`src/ncs_pkg.sv`:
```
// ----------------------------------------------------------------------------
// ncs_pkg
// Shared types and constants for the NAND command cycle sequencer: bus cycle
// kinds, the standard NAND opcodes that shape a command's tail, and the
// request and bus cycle payload structs.
// ----------------------------------------------------------------------------
package ncs_pkg;

    // Kinds of bus cycle.
    localparam logic [1:0] KindCmd  = 2'd0;
    localparam logic [1:0] KindAddr = 2'd1;
    localparam logic [1:0] KindWait = 2'd2;

    // Standard NAND command set values used by the sequencer.
    localparam logic [7:0] OpRead0       = 8'h00;
    localparam logic [7:0] OpRndOut      = 8'h05;
    localparam logic [7:0] OpPageProg    = 8'h10;
    localparam logic [7:0] OpCachedProg  = 8'h15;
    localparam logic [7:0] OpReadStart   = 8'h30;
    localparam logic [7:0] OpErase1      = 8'h60;
    localparam logic [7:0] OpStatus      = 8'h70;
    localparam logic [7:0] OpSeqIn       = 8'h80;
    localparam logic [7:0] OpRndIn       = 8'h85;
    localparam logic [7:0] OpErase2      = 8'hD0;
    localparam logic [7:0] OpRndOutStart = 8'hE0;

    // Default number of row address bytes (legal range 2 to 3).
    localparam int RowAddrBytesDef = 3;

    // One command request.
    typedef struct packed {
        logic [7:0]  opcode;
        logic [15:0] column;
        logic        column_present;
        logic [23:0] page;
        logic        page_present;
    } t_cmd;

    // One bus cycle.
    typedef struct packed {
        logic [1:0] cycle_kind;
        logic [7:0] bus_byte;
        logic       last;
    } t_cycle;

endpackage

```
`src/ncs_cycle_gen.sv`:
```
// ----------------------------------------------------------------------------
// ncs_cycle_gen
// Decodes one bus cycle of a command from the held request and the cycle
// index: command latch, column bytes, row bytes, then the opcode tail, and
// flags the final cycle of the command.
// ----------------------------------------------------------------------------
module ncs_cycle_gen #(
    parameter int RowAddrBytes = ncs_pkg::RowAddrBytesDef,
    parameter int StepW        = 3
) (
    input  ncs_pkg::t_cmd     i_cmd,
    input  logic [StepW-1:0]  i_step,
    output ncs_pkg::t_cycle   o_cycle
);

    localparam int CntW = StepW + 1;

    logic [CntW-1:0] w_step;
    logic [CntW-1:0] w_col_n;
    logic [CntW-1:0] w_row_n;
    logic [CntW-1:0] w_tail_n;
    logic [CntW-1:0] w_total;
    logic [CntW-1:0] w_row_off;
    logic [CntW-1:0] w_tail_off;
    logic [1:0]      w_row_idx;

    assign w_step     = CntW'(i_step);
    assign w_col_n    = i_cmd.column_present ? CntW'(2) : '0;
    assign w_row_n    = i_cmd.page_present ? CntW'(RowAddrBytes) : '0;
    assign w_total    = CntW'(1) + w_col_n + w_row_n + w_tail_n;
    assign w_row_off  = w_step - CntW'(1) - w_col_n;
    assign w_tail_off = w_row_off - w_row_n;
    assign w_row_idx  = w_row_off[1:0];

    // Tail length depends on the opcode alone.
    always_comb begin
        unique case (i_cmd.opcode)
            ncs_pkg::OpRead0: begin
                w_tail_n = CntW'(2);
            end
            ncs_pkg::OpRndOut: begin
                w_tail_n = CntW'(1);
            end
            ncs_pkg::OpPageProg, ncs_pkg::OpCachedProg, ncs_pkg::OpErase1,
            ncs_pkg::OpErase2, ncs_pkg::OpSeqIn, ncs_pkg::OpRndIn,
            ncs_pkg::OpStatus: begin
                w_tail_n = '0;
            end
            default: begin
                w_tail_n = CntW'(1);
            end
        endcase
    end

    // Select the cycle at the current index.
    always_comb begin
        o_cycle.last = (w_step == (w_total - CntW'(1)));
        priority if (w_step == '0) begin
            o_cycle.cycle_kind = ncs_pkg::KindCmd;
            o_cycle.bus_byte   = i_cmd.opcode;
        end else if (w_step <= w_col_n) begin
            o_cycle.cycle_kind = ncs_pkg::KindAddr;
            o_cycle.bus_byte   = (w_step == CntW'(1)) ? i_cmd.column[7:0]
                                                      : i_cmd.column[15:8];
        end else if (w_row_off < w_row_n) begin
            o_cycle.cycle_kind = ncs_pkg::KindAddr;
            unique case (w_row_idx)
                2'd0:    o_cycle.bus_byte = i_cmd.page[7:0];
                2'd1:    o_cycle.bus_byte = i_cmd.page[15:8];
                default: o_cycle.bus_byte = i_cmd.page[23:16];
            endcase
        end else if (i_cmd.opcode == ncs_pkg::OpRead0 && w_tail_off == '0) begin
            o_cycle.cycle_kind = ncs_pkg::KindCmd;
            o_cycle.bus_byte   = ncs_pkg::OpReadStart;
        end else if (i_cmd.opcode == ncs_pkg::OpRndOut) begin
            o_cycle.cycle_kind = ncs_pkg::KindCmd;
            o_cycle.bus_byte   = ncs_pkg::OpRndOutStart;
        end else begin
            o_cycle.cycle_kind = ncs_pkg::KindWait;
            o_cycle.bus_byte   = '0;
        end
    end

endmodule

```
`src/nand_command_cycle_sequencer_top.sv`:
```
// ----------------------------------------------------------------------------
// nand_command_cycle_sequencer_top
// Expands one large-page NAND command request into its bus cycles.
// ----------------------------------------------------------------------------
// Usage:
//   The input channel (i_in_valid, o_in_stall, i_in_data) takes one command
//   request: opcode, optional column and optional page address. The output
//   channel (o_out_valid, i_out_stall, o_out_data) delivers the bus cycles
//   of that command in order, one per clock when not stalled: the opcode
//   latch, two column bytes, RowAddrBytes row bytes, then the opcode tail.
//   The final cycle of a command carries last = 1.
//   The request is held in the request register with the cycle index, and
//   each bus cycle is registered in the output register. The next request
//   is taken in the same clock that the final cycle of the current one
//   enters the output register, so the channel sustains one bus cycle per
//   clock when not stalled.
//   When the receiver stalls, the output register holds its cycle and the
//   counter waits; the input then stalls as well while a command is busy.
//   Reset clears the busy flag and the output valid; no request is pending.
// ----------------------------------------------------------------------------
module nand_command_cycle_sequencer_top #(
    parameter int RowAddrBytes = ncs_pkg::RowAddrBytesDef
) (
    input  logic            i_clk,
    input  logic            i_rst_n,
    input  logic            i_in_valid,
    output logic            o_in_stall,
    input  ncs_pkg::t_cmd   i_in_data,
    output logic            o_out_valid,
    input  logic            i_out_stall,
    output ncs_pkg::t_cycle o_out_data
);

    localparam int MaxCycles = 3 + RowAddrBytes + 2;
    localparam int StepW     = $clog2(MaxCycles);

    logic              r_busy;
    logic [StepW-1:0]  r_step;
    ncs_pkg::t_cmd     r_cmd;
    logic              r_out_valid;
    ncs_pkg::t_cycle   r_out;

    logic              w_out_free;
    logic              w_load;
    logic              w_in_acc;
    ncs_pkg::t_cycle   w_cyc;

    ncs_cycle_gen #(
        .RowAddrBytes (RowAddrBytes),
        .StepW        (StepW)
    ) u_gen (
        .i_cmd   (r_cmd),
        .i_step  (r_step),
        .o_cycle (w_cyc)
    );

    // Handshake decisions.
    assign w_out_free  = !r_out_valid || !i_out_stall;
    assign w_load      = r_busy && w_out_free;
    assign o_in_stall  = r_busy && !(w_out_free && w_cyc.last);
    assign w_in_acc    = i_in_valid && !o_in_stall;
    assign o_out_valid = r_out_valid;
    assign o_out_data  = r_out;

    // Request register and cycle index.
    always_ff @(posedge i_clk) begin
        if (!i_rst_n) begin
            r_busy <= 1'b0;
            r_step <= '0;
        end else if (w_in_acc) begin
            r_busy <= 1'b1;
            r_step <= '0;
        end else if (w_load) begin
            if (w_cyc.last) begin
                r_busy <= 1'b0;
            end else begin
                r_step <= r_step + StepW'(1);
            end
        end
    end

    always_ff @(posedge i_clk) begin
        if (w_in_acc) begin
            r_cmd <= i_in_data;
        end
    end

    // Output register.
    always_ff @(posedge i_clk) begin
        if (!i_rst_n) begin
            r_out_valid <= 1'b0;
        end else if (w_out_free) begin
            r_out_valid <= w_load;
        end
    end

    always_ff @(posedge i_clk) begin
        if (w_load) begin
            r_out <= w_cyc;
        end
    end

    // A newly accepted request starts at its command latch.
    a_start: assert property (@(posedge i_clk) disable iff (!i_rst_n)
        w_in_acc |=> (r_busy && r_step == '0))
        else $error("accepted request did not start at cycle zero");

    // The first cycle of every command is a command latch of the opcode.
    a_first_cmd: assert property (@(posedge i_clk) disable iff (!i_rst_n)
        (r_busy && r_step == '0) |->
            (w_cyc.cycle_kind == ncs_pkg::KindCmd && w_cyc.bus_byte == r_cmd.opcode))
        else $error("first cycle is not the opcode latch");

    // A wait for ready only ever ends a command.
    a_wait_last: assert property (@(posedge i_clk) disable iff (!i_rst_n)
        (r_busy && w_cyc.cycle_kind == ncs_pkg::KindWait) |-> w_cyc.last)
        else $error("wait cycle not flagged as last");

    // The index never runs past the longest command.
    a_step_range: assert property (@(posedge i_clk) disable iff (!i_rst_n)
        r_busy |-> (int'(r_step) < MaxCycles))
        else $error("cycle index out of range");

    // A cycle that is not the last keeps the command busy.
    a_keep_busy: assert property (@(posedge i_clk) disable iff (!i_rst_n)
        (w_load && !w_cyc.last) |=> r_busy)
        else $error("command dropped before its last cycle");

endmodule

```
`config.mk`:
```
export PLATFORM = sky130hd
export DESIGN_NAME = nand_command_cycle_sequencer_top
export DESIGN_NICKNAME = d
export VERILOG_FILES = /design/src/ncs_pkg.sv /design/src/ncs_cycle_gen.sv /design/src/nand_command_cycle_sequencer_top.sv
export SDC_FILE = /design/constraint.sdc
export NUM_CORES = 1
export LEC_CHECK = 0
export BUFFER_PORTS_ARGS = -buffer_cell sky130_fd_sc_hd__buf_2
export CORE_MARGIN = 5
export CORE_UTILIZATION = 50
export CTS_CLUSTER_SIZE = 40
export DETAILED_ROUTE_END_ITERATION = 16
export GPL_TIMING_DRIVEN = 0
export HOLD_SLACK_MARGIN = 0.03
export PLACE_DENSITY = 0.78
export SLEW_MARGIN = 20
export SYNTH_ARGS = -nofsm -noshare
export SYNTH_HDL_FRONTEND = slang
export SYNTH_SLANG_ARGS = --single-unit
```
`constraint.sdc`:
```
create_clock -name i_clk -period 7.6 [get_ports i_clk]
set_clock_uncertainty 0.2 [all_clocks]
set_input_delay 0.38 -clock i_clk [delete_from_list [all_inputs] [get_ports i_clk]]
set_output_delay 0.38 -clock i_clk [all_outputs]
set_load 0.02 [all_outputs]
```
==> metrics.txt <==
routability-driven placement congestion ratio 0.8878; initial antenna violation count 0; cell count after synthesis 204; H-tree depth 3; Worst Path Required 7.45 ns; Reg clk slew, reported paths 0.08 ns; root buffer cell clkbuf_8; Tcrit/Tclk final 0.6033; worst setup path class register to register; final core occ 0.7287; Final WS setup 3.015 ns; outcome finished clean; worst hold-check path type input port to register; synth cell count leaders edfxtp_1 (61), nor2_1 (21), ha_1 (13), a21oi_1 (10), inv_1 (10); maximum vdd drop 0.0001586 V; final net count 401; global route total overflow 0; Async S/R FF share, synth 0; hold path cells 2; Synthesis Warnings 0; Synth area leaders edfxtp_1 (63%), ha_1 (5.6%), dfxtp_1 (3.4%); first-pass GRT wire length 10820 µm; Routed WL 6904 µm; final hold violations 0; total clock sinks 66; footprint of the multi-input gates 930.9 µm²; max_cap viols 0; post-synthesis cell area 2930 µm²; syn avg cell area 14.36 µm²; post-CTS sizing 0; Layout Cells excl Fill 409; DIE WIDTH 86.56 µm; Reg2Reg Depth 14; Post-synth top flop edfxtp_1; Starting Density 0.5225; most used cell, CP ha_1; Post-DRT Antenna Nets 0; Synthesized Nets 273; area share of the largest cell type after synthesis 0.6251; half-perimeter wire length after placement 4201 µm; fmax 0.2181 GHz; # diodes 0; EDFF count, synth 61; hold buffer count at cts 50; IO Port Bufs 66; All-Layer GR Usage 0.1956; TritonCTS clock tree done; Post-CTS Setup Bufs 0; DRT Pass-1 Iters 5; Slew @ Worst Pin 0.7515 ns; most frequent cell after synthesis edfxtp_1; via count 2164; Setup Viol. Count Final 0; vias in the first global route 2210; post-route setup TNS 0 ns; Critical Path AT 4.44 ns; layout cells sized above 1 0.2671; register area 1932 µm²; CTS Buffer Depth 2; Post-Place Cells 343; leading area contributor after synthesis edfxtp_1; final max-slew violation count 0; initial DRC count 157; CP startpoint kind register; Num CTS Buffers 9; die area 7492 µm²; worst skew pair latency 0.35 ns; RSZ-0062 raised after global routing no; vias per cell 5.291; DRC 0; pre-CTS setup slack 3.099 ns; max_slew headroom 0.4978; fill count 392; Pleak 1.602 nW; CP Capture Type register; Die H 86.56 µm; I/O Pins 67; Rows 27; Cell Pwr Density 218.1 nW/µm²; worst-path fanout max 27; routed len/inst 16.88 µm; pin count of the biggest net entering global routing 28; Period minus WS final 4.585 ns; cell-by-cell trace of the critical path or4_1, clkbuf_1, a21boi_0, o22ai_1, a22oi_1, o32a_1, ha_1, ha_1, ha_1, xor2_1, nor4_4, a21boi_0, nor2_4, buf_16; #FFs+latches synth 66; Synth cell types 42; core area 5608 µm²; final total power 0.0008914 W; slowest cell on the critical path nor2_4; area added between synthesis and finish 39.45%; slowest stage delay, CP 0.66 ns; post-synthesis sequential area ratio 0.6593
[final cells by class]
type	count	share of cell area
sequential	66	0.4727
multi-input combinational	120	0.2278
timing repair buffer	117	0.2100
clock buffer	9	0.03031
tap	72	0.02205
clock inverter	7	0.01868
buffer	8	0.009186
inverter	10	0.009186
[metal layers]
layer / global-route usage / part of all wire
met5: 0 / 0
met1: 0.2304 / 0.39
met2: 0.3310 / 0.50
met4: 0.07224 / 0.019
met3: 0.06654 / 0.083
[worst max-delay path, delay by kind of cell, from the launching register on]
kind,cells,cell delay (ns)
compound gates,5,0.91
xor+xnor,1,0.17
fa+ha+maj,3,0.67
buf+inv,2,0.44
flops,1,0.42
simple gates,3,1.48
[cells in the final DEF (no fill, tap or decap), types with 3 or more instances in the layout]
cell	count
o21ai_0	4
mux2i_1	8
xor2_1	3
o32a_1	4
a22oi_1	5
xnor2_1	3
dlygate4sd3_1	50
edfxtp_1	61
buf_2	66
nor3_1	3
clkbuf_8	9
ha_1	13
inv_6	3
o21a_1	5
a221oi_1	3
o221ai_1	5
a21oi_1	10
nor2_1	20
nand2_1	8
dfxtp_1	5
inv_1	10
clkbuf_1	6
[stage by stage]
stage	hold WS [ns]	cell area, µm²
after floorplan	0.2789	2930
after global placement	0.3058	3351
after detailed placement	0.3393	3386
after CTS	0.08960	4086
after global routing	0.08631	4086
final	0.09925	4086
[power breakdown]
| group | internal (W) | switching (W) | total (W) |
|---|---|---|---|
| logic | 0.0000673 | 0.0000809 | 0.000148 |
| clock network | 0.000154 | 0.000146 | 0.000300 |
| registers | 0.000431 | 0.0000121 | 0.000443 |
[kinds of logic (layout without fill, tap and decap cells)]
| family | after synthesis | count (layout) | synth area share |
|---|---|---|---|
| flops | 66 | 66 | 0.6593 |
| compound gates | 46 | 46 | 0.1204 |
| simple gates | 44 | 44 | 0.07473 |
| buf+inv | 18 | 151 | 0.02562 |
| fa+ha+maj | 15 | 15 | 0.06917 |
| mux | 8 | 8 | 0.02733 |
| xor+xnor | 7 | 7 | 0.02349 |
[final timing paths]
| kind | from | endpoint | slack (ns) |
|---|---|---|---|
| worst max-delay path | r_cmd[42] | r_cmd[37] | 3.01 |
| worst min-delay path | i_rst_n | r_busy | 0.1 |
| worst max register to register | r_cmd[42] | r_cmd[37] | 3.01 |
| worst min register to register | r_busy | o_out_valid | 0.35 |
[sequential cells by signal, summed over array words and instances (netlist names)]
register,count
o_out_data,11
o_out_valid,1
r_busy,1
r_cmd,50
r_step,3
Note: power is estimated with default switching activity, not from simulation.
